<file path="config.mk">
export PLATFORM = sky130hd
export DESIGN_NAME = end_indel_hamming_distance
export DESIGN_NICKNAME = d
export VERILOG_FILES = /design/src/hdl/eihd_pkg.sv /design/src/hdl/eihd_align_cost.sv /design/src/hdl/eihd_min_tree.sv /design/src/hdl/end_indel_hamming_distance.sv
export SDC_FILE = /design/constraint.sdc
export NUM_CORES = 2
export LEC_CHECK = 0
export BUFFER_PORTS_ARGS = -buffer_cell sky130_fd_sc_hd__buf_2
export CORE_ASPECT_RATIO = 0.8
export CORE_MARGIN = 3
export CORE_UTILIZATION = 40
export DETAILED_ROUTE_END_ITERATION = 16
export MAX_ROUTING_LAYER = met4
export PLACE_DENSITY = 0.63
export SYNTH_ARGS = -nofsm -noshare
export SYNTH_HDL_FRONTEND = slang
export SYNTH_SLANG_ARGS = --single-unit
</file>
<file path="constraint.sdc">
create_clock -name clk -period 18.9 [get_ports clk]
set_clock_uncertainty 0.15 [all_clocks]
set_input_delay 1.89 -clock clk [delete_from_list [all_inputs] [get_ports clk]]
set_output_delay 1.89 -clock clk [all_outputs]
set_load 0.02 [all_outputs]
</file>
<file path="src/hdl/eihd_pkg.sv">
package eihd_pkg;

  // default build limits
  localparam int DEF_MAX_LEN = 32;
  localparam int DEF_MAX_GAP = 16;

  // fixed field widths
  localparam int SEQ_W   = 64;
  localparam int LANES   = 32;
  localparam int CNT_W   = 6;
  localparam int GAP_W   = 5;
  localparam int CFG_W   = 6;
  localparam int INDEX_W = 2;

  // register indexes
  localparam logic [INDEX_W-1:0] REG_CONTEXT_LENGTH = 2'd0;
  localparam logic [INDEX_W-1:0] REG_MAX_GAP        = 2'd1;
  localparam logic [INDEX_W-1:0] REG_MAX_MISMATCHES = 2'd2;

  // register reset values
  localparam logic [5:0] RST_CONTEXT_LENGTH = 6'd31;
  localparam logic [4:0] RST_MAX_GAP        = 5'd10;
  localparam logic [5:0] RST_MAX_MISMATCHES = 6'd3;

  // cost of an alignment that is not tried, above any real cost
  localparam logic [CNT_W-1:0] COST_NONE = '1;

  typedef struct packed {
    logic [CNT_W-1:0] len;
    logic [CNT_W-1:0] gmax;
  } limits_t;

  typedef struct packed {
    logic [CNT_W-1:0] cost;
    logic [GAP_W-1:0] gap;
  } cand_t;

  // five-level adder tree over 32 bits
  function automatic logic [CNT_W-1:0] popcount32(input logic [LANES-1:0] v);
    logic [LANES-1:0] s;
    s = (v & 32'h5555_5555) + ((v >> 1) & 32'h5555_5555);
    s = (s & 32'h3333_3333) + ((s >> 2) & 32'h3333_3333);
    s = (s & 32'h0F0F_0F0F) + ((s >> 4) & 32'h0F0F_0F0F);
    s = (s & 32'h00FF_00FF) + ((s >> 8) & 32'h00FF_00FF);
    s = (s & 32'h0000_FFFF) + ((s >> 16) & 32'h0000_FFFF);
    return s[CNT_W-1:0];
  endfunction

endpackage

</file>
<file path="src/hdl/eihd_align_cost.sv">
module eihd_align_cost #(
  parameter int MAX_LEN = eihd_pkg::DEF_MAX_LEN,
  parameter int MAX_GAP = eihd_pkg::DEF_MAX_GAP
) (
  input  logic [eihd_pkg::SEQ_W-1:0] seq_a,
  input  logic [eihd_pkg::SEQ_W-1:0] seq_b,
  input  eihd_pkg::limits_t          lim,
  output logic [eihd_pkg::CNT_W-1:0] plain,
  output eihd_pkg::cand_t            cand_a [MAX_GAP],
  output eihd_pkg::cand_t            cand_b [MAX_GAP]
);
  import eihd_pkg::*;

  // per-base mismatch flags, one vector per alignment
  logic [LANES-1:0] da [MAX_GAP+1];
  logic [LANES-1:0] db [1:MAX_GAP];

  // seq_a shifted right by g bases against full seq_b (g = 0 is plain)
  for (genvar g = 0; g <= MAX_GAP; g++) begin : g_shift_a
    for (genvar i = 0; i < LANES; i++) begin : g_lane
      if (i + g < MAX_LEN) begin : g_on
        assign da[g][i] = (seq_a[2*(i+g) +: 2] != seq_b[2*i +: 2]) &&
                          (CNT_W'(i + g) < lim.len);
      end else begin : g_off
        assign da[g][i] = 1'b0;
      end
    end
  end

  // seq_b shifted right by g bases against full seq_a
  for (genvar g = 1; g <= MAX_GAP; g++) begin : g_shift_b
    for (genvar i = 0; i < LANES; i++) begin : g_lane
      if (i + g < MAX_LEN) begin : g_on
        assign db[g][i] = (seq_a[2*i +: 2] != seq_b[2*(i+g) +: 2]) &&
                          (CNT_W'(i + g) < lim.len);
      end else begin : g_off
        assign db[g][i] = 1'b0;
      end
    end
  end

  assign plain = popcount32(da[0]);

  // gap cost added, gaps beyond the bound get a cost nothing can lose to
  for (genvar g = 1; g <= MAX_GAP; g++) begin : g_cost
    assign cand_a[g-1].gap  = GAP_W'(g);
    assign cand_b[g-1].gap  = GAP_W'(g);
    assign cand_a[g-1].cost = (CNT_W'(g) <= lim.gmax) ?
                              popcount32(da[g]) + CNT_W'(g) : COST_NONE;
    assign cand_b[g-1].cost = (CNT_W'(g) <= lim.gmax) ?
                              popcount32(db[g]) + CNT_W'(g) : COST_NONE;
  end

endmodule

</file>
<file path="src/hdl/eihd_min_tree.sv">
module eihd_min_tree #(
  parameter int N = eihd_pkg::DEF_MAX_GAP
) (
  input  eihd_pkg::cand_t leaf [N],
  output eihd_pkg::cand_t best
);
  import eihd_pkg::*;

  localparam int DEPTH = $clog2(N);
  localparam int P     = 1 << DEPTH;

  cand_t pad  [P];
  cand_t node [1:2*P-1];

  // pad to a power of two on the right, so padding never wins a tie
  for (genvar j = 0; j < P; j++) begin : g_pad
    if (j < N) begin : g_real
      assign pad[j] = leaf[j];
    end else begin : g_fill
      assign pad[j] = '{cost: COST_NONE, gap: '0};
    end
  end

  // heap-ordered tree, left (smaller gap) wins on equal cost
  always_comb begin
    for (int j = 0; j < P; j++) begin
      node[P+j] = pad[j];
    end
    for (int i = P - 1; i >= 1; i--) begin
      node[i] = (node[2*i].cost <= node[2*i+1].cost) ? node[2*i] : node[2*i+1];
    end
  end

  assign best = node[1];

endmodule

</file>
<file path="src/hdl/end_indel_hamming_distance.sv">
// channel   direction  handshake             payload
// in        input      in_valid / in_stall   seq_a, seq_b
// out       output     out_valid / out_stall mismatches, indel_length, accepted
// cfg       input      cfg_we                cfg_index, cfg_data
//
// one pair per cycle sustained while out_stall stays low; a result passes through the
// input register, count register, minimum register and result register
// rst is synchronous and clears the stage valid bits and the configuration registers to their defaults
// a stalled result holds; earlier stages keep filling until every stage is occupied,
// and only then in_stall rises
module end_indel_hamming_distance #(
  parameter int MAX_LEN = eihd_pkg::DEF_MAX_LEN,
  parameter int MAX_GAP = eihd_pkg::DEF_MAX_GAP
) (
  input  logic                          clk,
  input  logic                          rst,
  // configuration writes
  input  logic                          cfg_we,
  input  logic [eihd_pkg::INDEX_W-1:0]  cfg_index,
  input  logic [eihd_pkg::CFG_W-1:0]    cfg_data,
  // request in
  input  logic                          in_valid,
  output logic                          in_stall,
  input  logic [eihd_pkg::SEQ_W-1:0]    seq_a,
  input  logic [eihd_pkg::SEQ_W-1:0]    seq_b,
  // request out
  output logic                          out_valid,
  input  logic                          out_stall,
  output logic [eihd_pkg::CNT_W-1:0]    mismatches,
  output logic signed [eihd_pkg::CNT_W-1:0] indel_length,
  output logic                          accepted
);
  import eihd_pkg::*;

  // configuration registers
  logic [5:0] context_length;
  logic [4:0] max_gap;
  logic [5:0] max_mismatches;

  always_ff @(posedge clk) begin
    if (rst) begin
      context_length <= RST_CONTEXT_LENGTH;
      max_gap        <= RST_MAX_GAP;
      max_mismatches <= RST_MAX_MISMATCHES;
    end else if (cfg_we) begin
      case (cfg_index)
        REG_CONTEXT_LENGTH: context_length <= cfg_data[5:0];
        REG_MAX_GAP:        max_gap        <= cfg_data[4:0];
        REG_MAX_MISMATCHES: max_mismatches <= cfg_data[5:0];
        default: ;  // unknown index, write dropped
      endcase
    end
  end

  // effective length and gap bound; the user must move config only while idle, the block does not enforce it
  limits_t          lim;
  logic [CNT_W-1:0] gap_cap;

  always_comb begin
    lim.len = (context_length > CNT_W'(MAX_LEN)) ? CNT_W'(MAX_LEN) : context_length;
    gap_cap = ({1'b0, max_gap} > CNT_W'(MAX_GAP)) ? CNT_W'(MAX_GAP) : {1'b0, max_gap};
    lim.gmax = (gap_cap > lim.len) ? lim.len : gap_cap;
  end

  // stage valids and the ready chain, each stage fills its own bubble
  logic v0, v1, v2;
  logic rdy0, rdy1, rdy2, rdy3;

  assign rdy3     = !out_valid || !out_stall;
  assign rdy2     = !v2 || rdy3;
  assign rdy1     = !v1 || rdy2;
  assign rdy0     = !v0 || rdy1;
  assign in_stall = !rdy0;

  always_ff @(posedge clk) begin
    if (rst) begin
      v0        <= 1'b0;
      v1        <= 1'b0;
      v2        <= 1'b0;
      out_valid <= 1'b0;
    end else begin
      if (rdy0) v0 <= in_valid;
      if (rdy1) v1 <= v0;
      if (rdy2) v2 <= v1;
      if (rdy3) out_valid <= v2;
    end
  end

  // stage 0: input pair
  logic [SEQ_W-1:0] a_q, b_q;

  always_ff @(posedge clk) begin
    if (in_valid && rdy0) begin
      a_q <= seq_a;
      b_q <= seq_b;
    end
  end

  // stage 1: mismatch counts of every alignment
  logic [CNT_W-1:0] plain_c;
  cand_t            cand_a_c [MAX_GAP];
  cand_t            cand_b_c [MAX_GAP];
  logic [CNT_W-1:0] plain_q;
  cand_t            cand_a_q [MAX_GAP];
  cand_t            cand_b_q [MAX_GAP];

  eihd_align_cost #(
    .MAX_LEN (MAX_LEN),
    .MAX_GAP (MAX_GAP)
  ) u_cost (
    .seq_a  (a_q),
    .seq_b  (b_q),
    .lim    (lim),
    .plain  (plain_c),
    .cand_a (cand_a_c),
    .cand_b (cand_b_c)
  );

  always_ff @(posedge clk) begin
    if (v0 && rdy1) begin
      plain_q  <= plain_c;
      cand_a_q <= cand_a_c;
      cand_b_q <= cand_b_c;
    end
  end

  // stage 2: first minimum on each side
  cand_t            best_a_c, best_b_c;
  cand_t            best_a_q, best_b_q;
  logic [CNT_W-1:0] plain2_q;

  eihd_min_tree #(.N (MAX_GAP)) u_min_a (
    .leaf (cand_a_q),
    .best (best_a_c)
  );

  eihd_min_tree #(.N (MAX_GAP)) u_min_b (
    .leaf (cand_b_q),
    .best (best_b_c)
  );

  always_ff @(posedge clk) begin
    if (v1 && rdy2) begin
      plain2_q <= plain_q;
      best_a_q <= best_a_c;
      best_b_q <= best_b_c;
    end
  end

  // stage 3: pick the alignment; no indel needs a strict win over both sides,
  // a tie between the sides goes to insertion in seq_b
  logic [CNT_W-1:0]        mis_c;
  logic signed [CNT_W-1:0] indel_c;

  always_comb begin
    if ((lim.gmax == '0) || ((plain2_q < best_a_q.cost) && (plain2_q < best_b_q.cost))) begin
      mis_c   = plain2_q;
      indel_c = '0;
    end else if (best_a_q.cost < best_b_q.cost) begin
      mis_c   = best_a_q.cost - CNT_W'(best_a_q.gap);
      indel_c = $signed(CNT_W'(best_a_q.gap));
    end else begin
      mis_c   = best_b_q.cost - CNT_W'(best_b_q.gap);
      indel_c = -$signed(CNT_W'(best_b_q.gap));
    end
  end

  always_ff @(posedge clk) begin
    if (v2 && rdy3) begin
      mismatches   <= mis_c;
      indel_length <= indel_c;
      accepted     <= (mis_c <= max_mismatches);
    end
  end

endmodule

</file>
== Word-level counts from Yosys, hierarchy flattened ==
Index checks and enable logic that the tools add are counted.
Operators by class
  $add $sub $neg: 200
  $mul: 0
  divide/modulo/power cells: 0
  magnitude comparators: 85
  equal/unequal tests: 786
  shifts and indexed selects: 0
  mux-type cells: 36
  bitwise logic cells: 0
  reduce and logical (&&, ||, !) cells: 806
Operator list (count)
  2-bit != test: 784
  1-bit logical AND: 789
  30-bit by 30-bit adder with 31-bit output: 19
  28-bit by 27-bit adder with 29-bit output: 19
  22-bit by 21-bit adder with 22-bit output: 22
  11-bit 2-to-1 mux: 30
  6-bit <= comparator: 31
  19-bit by 12-bit adder with 20-bit output: 8
  20-bit by 8-bit adder with 21-bit output: 7
  6-bit adder: 24
  6-bit by 4-bit adder with 6-bit output (second input constant): 16
  5-bit by 6-bit < comparator with 1-bit output (first input constant): 16
  20-bit by 19-bit adder with 21-bit output: 4
  18-bit by 14-bit adder with 19-bit output: 4
  18-bit by 18-bit adder with 19-bit output: 4
  22-bit by 18-bit adder with 23-bit output: 3
  31-bit by 29-bit adder with 32-bit output: 2
  29-bit by 27-bit adder with 30-bit output: 2
  29-bit by 29-bit adder with 30-bit output: 2
  27-bit by 25-bit adder with 28-bit output: 2
  27-bit by 27-bit adder with 28-bit output: 2
  6-bit by 5-bit adder with 6-bit output: 9
  25-bit by 23-bit adder with 26-bit output: 2
  25-bit by 25-bit adder with 26-bit output: 2
  43 further kinds: 110
Word-level totals
  register bits: 388
  latch bits: 0
  bits in writable memories: 0
  bits in read-only memories: 0
  input bits: 141
  output and inout bits: 15
  logic and storage cells: 1964
  memories kept: 0

== Depth between registers and ports, before layout ==
  word-level depth: 10
  gate-level depth with buffers: 40

== Cells and area by module ==
A second synthesis with hierarchy kept.
Unflattened totals
  cells, all modules: 8247
  area total of the unflattened synthesis: 80414.6 sq um
By module, submodules not included
  eihd_align_cost: instances 1, cells each 6257, area an instance 53486.3 sq um, sequential area each 0.0 sq um
  end_indel_hamming_distance: instances 1, cells each 810, area an instance 18119.9 sq um, sequential area each 16245.6 sq um
  eihd_min_tree (u_min_b): instances 1, cells each 604, area an instance 4476.8 sq um, sequential area each 0.0 sq um
  eihd_min_tree (u_min_a): instances 1, cells each 576, area an instance 4331.7 sq um, sequential area each 0.0 sq um

== Least setup slack after synthesis ==
Ideal clock, no wire load.
  kind: input -> register
  start point: input port out_stall
  end point: register cand_a_q[104] (netlist name) (enable)
  arrival time: 16382 ps
  path slack: 1309 ps
  stages on the path: 2
  buffers on the path: 0
  cells stage by stage: and3_1 > a21boi_0
On the way
  word-level cells in the longest chain between the ends: 5
RTL lines
  from (decl): line end_indel_hamming_distance.sv:28  | input logic out_stall,
  1-bit zero test: line end_indel_hamming_distance.sv:69  | assign rdy3 = !out_valid || !out_stall;
  1-bit logical OR: line end_indel_hamming_distance.sv:69
  1-bit logical OR: line end_indel_hamming_distance.sv:70  | assign rdy2 = !v2 || rdy3;
  1-bit logical OR: line end_indel_hamming_distance.sv:71  | assign rdy1 = !v1 || rdy2;
  1-bit logical AND: line end_indel_hamming_distance.sv:120  | if (v0 && rdy1) begin
  to (signal assigned): line end_indel_hamming_distance.sv:122  | cand_a_q <= cand_a_c;
  to (decl): line end_indel_hamming_distance.sv:104  | cand_t cand_a_q [MAX_GAP];
Every way passes these cells.
A chain may end at the register's enable or synchronous reset.

==> results.toml <==
[floorplanning]
die_h_um = 384
core_area_um2 = 176000
placementRows = 137
initial_core_util_pct = 40.6
num_io_pins = 156
dieArea_um2 = 183000
die_x_um = 478

[timing]
worst_slew_pin_slew_ns = 1.41
setup_tns_ns = 0
fmax_mhz = 121
finalCritPeriodShare_pct = 43.9
rsz0062_at_grt = "no"
report.final.setup_viol = 0
hold_violations = 0
maxSlewViolCount = 0
slew_headroom_pct = 5.50
fin_crit_ns = 8.29

[finish]
finish.utilization_pct = 43.5
layout_common_cells = "xnor2_1, ha_1, a21oi_1"
fin_area_um2 = 76400
nets = 9323
area_growth_syn_to_layout_pct = 7.22
drive_gt1_share_pct = 6.82
layout_commonest_cell = "xnor2_1"

[route]
dr_total_vias = 56500
viasPerCell = 5.80
wl_um = 267000
firstDrtPassIters = 9
wire_per_inst_um = 27.4
drtIter0Drc = 6271
ant_nets = 0
drc = 0

[clocking]
cts_hold_buf = 0
cts_root_buffer = "clkbuf_16"
clockBufferDepth = 3
path_clk_slew_ns = 0.07
cts.sinks = 388
cts_post_setup_buffers_inserted = 0
cts_tree = "done"
htree_levels = 2
numCtsBuffers = 46
cts_resized = 0
insertion_delay_ns = 0.67

[yosys]
synth_seq_cells = 388
synth_nets = 9410
ys_seq_area_share_pct = 16.0
synth_area_um2 = 71300
synth_warnings = 0
synth.avg_cell_area_um2 = 9.61
syn_inst = 7421
async_reset_ff_share_pct = 0
ys.flop_type = "edfxtp_1"
synth_cell_types = 79
synth_edf_count = 367

[setup_path]
r2r-end = "best_a_q[1]"
rr_startpoint = "cand_a_q[149]"
path_common_cell = "o21a_1"
critPathLaunchType = "flop"
crit_required_ns = 19.14
slowest_stage = "a21oi_1"
endpoint_kind = "flop"
ff2ff_path_depth = 36
arrival_ns = 8.54
path_max_fanout = 15
path_class = "reg2reg"
r2r_slack_ns = 10.61
cp_slowest_stage_delay_ns = 0.64

[worst_hold_path]
min-delay-start = "plain_q[0]"
hold_class = "reg2reg"
hold_depth = 0
whs_endpoint = "plain2_q[0]"

[grt]
grt_pass1_vias = 55700
grt_pass1_wl_um = 383000
antenna_found_initial = 17
grt_max_degree = 79
track_usage_pct = 29.3
overflow = 0

[placed_design]
place_area_um2 = 74800
port_buffers = 155
place_congestion = 0.967
place_hpwl_um = 190000

[flow_run]
drv_cap = 0

[outcome]
outcome = "complete, no violations"
kinds of logic (layout without fill, tap and decap cells):
logic type	after synthesis	in the layout	share of synthesized area (%)
xor gates and xnor gates	1846	1846	22.7
buffers and inverters	1019	969	5.37
other	0	9	0
AOI/OAI and AO/OA	1607	1607	13.5
and+or+nand+nor	550	550	3.84
muxes	162	162	2.31
DFF	388	388	16.0
adders and majority gates	1849	1849	36.2
routing by layer:
layer | share of wire [%] | global-route usage (%)
met5 | 0 | -
met3 | 14 | 10.6
met4 | 5.0 | 11.8
met2 | 38 | 38.2
met1 | 43 | 40.2
cell type report:
class	instances	area [µm²]
Fill cell	16800	99300
Multi-Input combinational cell	6014	56200
Sequential cell	388	11400
Tap cell	2363	2960
Timing Repair Buffer	352	2250
Inverter	532	2000
Clock buffer	53	1210
Clock inverter	32	375
Antenna cell	9	22.5
Yosys cell counts, drive strengths merged, types with 12 or more instances:
cell    instances  area share [%]
nand2b         83            0.73
buf            94            0.50
o21a           59            0.62
ha           1487              26
nand2         192             1.0
fa            361              10
nor2           86            0.45
o22ai          19            0.24
o21ai          71            0.52
clkbuf        393             2.1
xor2          161             2.0
mux2i         149             2.1
nand4          15            0.13
a21o          371             3.9
dfxtp          21            0.59
nand3          34            0.24
a21boi         40            0.42
xnor2        1685              21
edfxtp        367              15
inv           531             2.8
a21oi         974             6.9
nor2b          61            0.54
mux2           13            0.22
and3           12            0.11
or2            15            0.13
sequential cells by signal (all words and copies together) (netlist names), 11 cells and up:
signal    flops
cand_a_q     96
cand_b_q     96
a_q          64
b_q          64
best_a_q     11
best_b_q     11
worst max-delay path by stage:
stage	start	to	slack, ns	cells after the start
global placement	cand_b_q[61]	best_b_q[1]	10.67	33
global route	cand_b_q[50]	best_b_q[1]	9.86	36
finish	cand_a_q[149]	best_a_q[1]	10.61	36
CTS	cand_b_q[50]	best_b_q[1]	10.68	34
detailed placement	cand_b_q[50]	best_b_q[1]	10.74	34
floorplan	out_stall	cand_a_q[104]	1.31	2
per-stage QoR:
stage               instances  worst slack (ns)  hold WS [ns]
floorplan                7421              1.31         0.250
global placement         9649             10.67         0.259
detailed placement       9649             10.74         0.255
CTS                      9734             10.68         0.269
global route             9740              9.86         0.285
finish                   9743             10.61         0.267
worst max-delay path, delay by kind of cell (launching register included):
| kind | cells | cell delay, ns |
|---|---|---|
| flops | 1 | 0.41 |
| compound gates | 21 | 3.93 |
| simple gates | 5 | 0.68 |
| mux | 2 | 0.76 |
| buf+inv | 4 | 0.84 |
| fa+ha+maj | 4 | 1.26 |
Power is left out: the tool's default activity adds up to more than one toggle a clock period on the data nets, which glitch-free logic cannot reach.
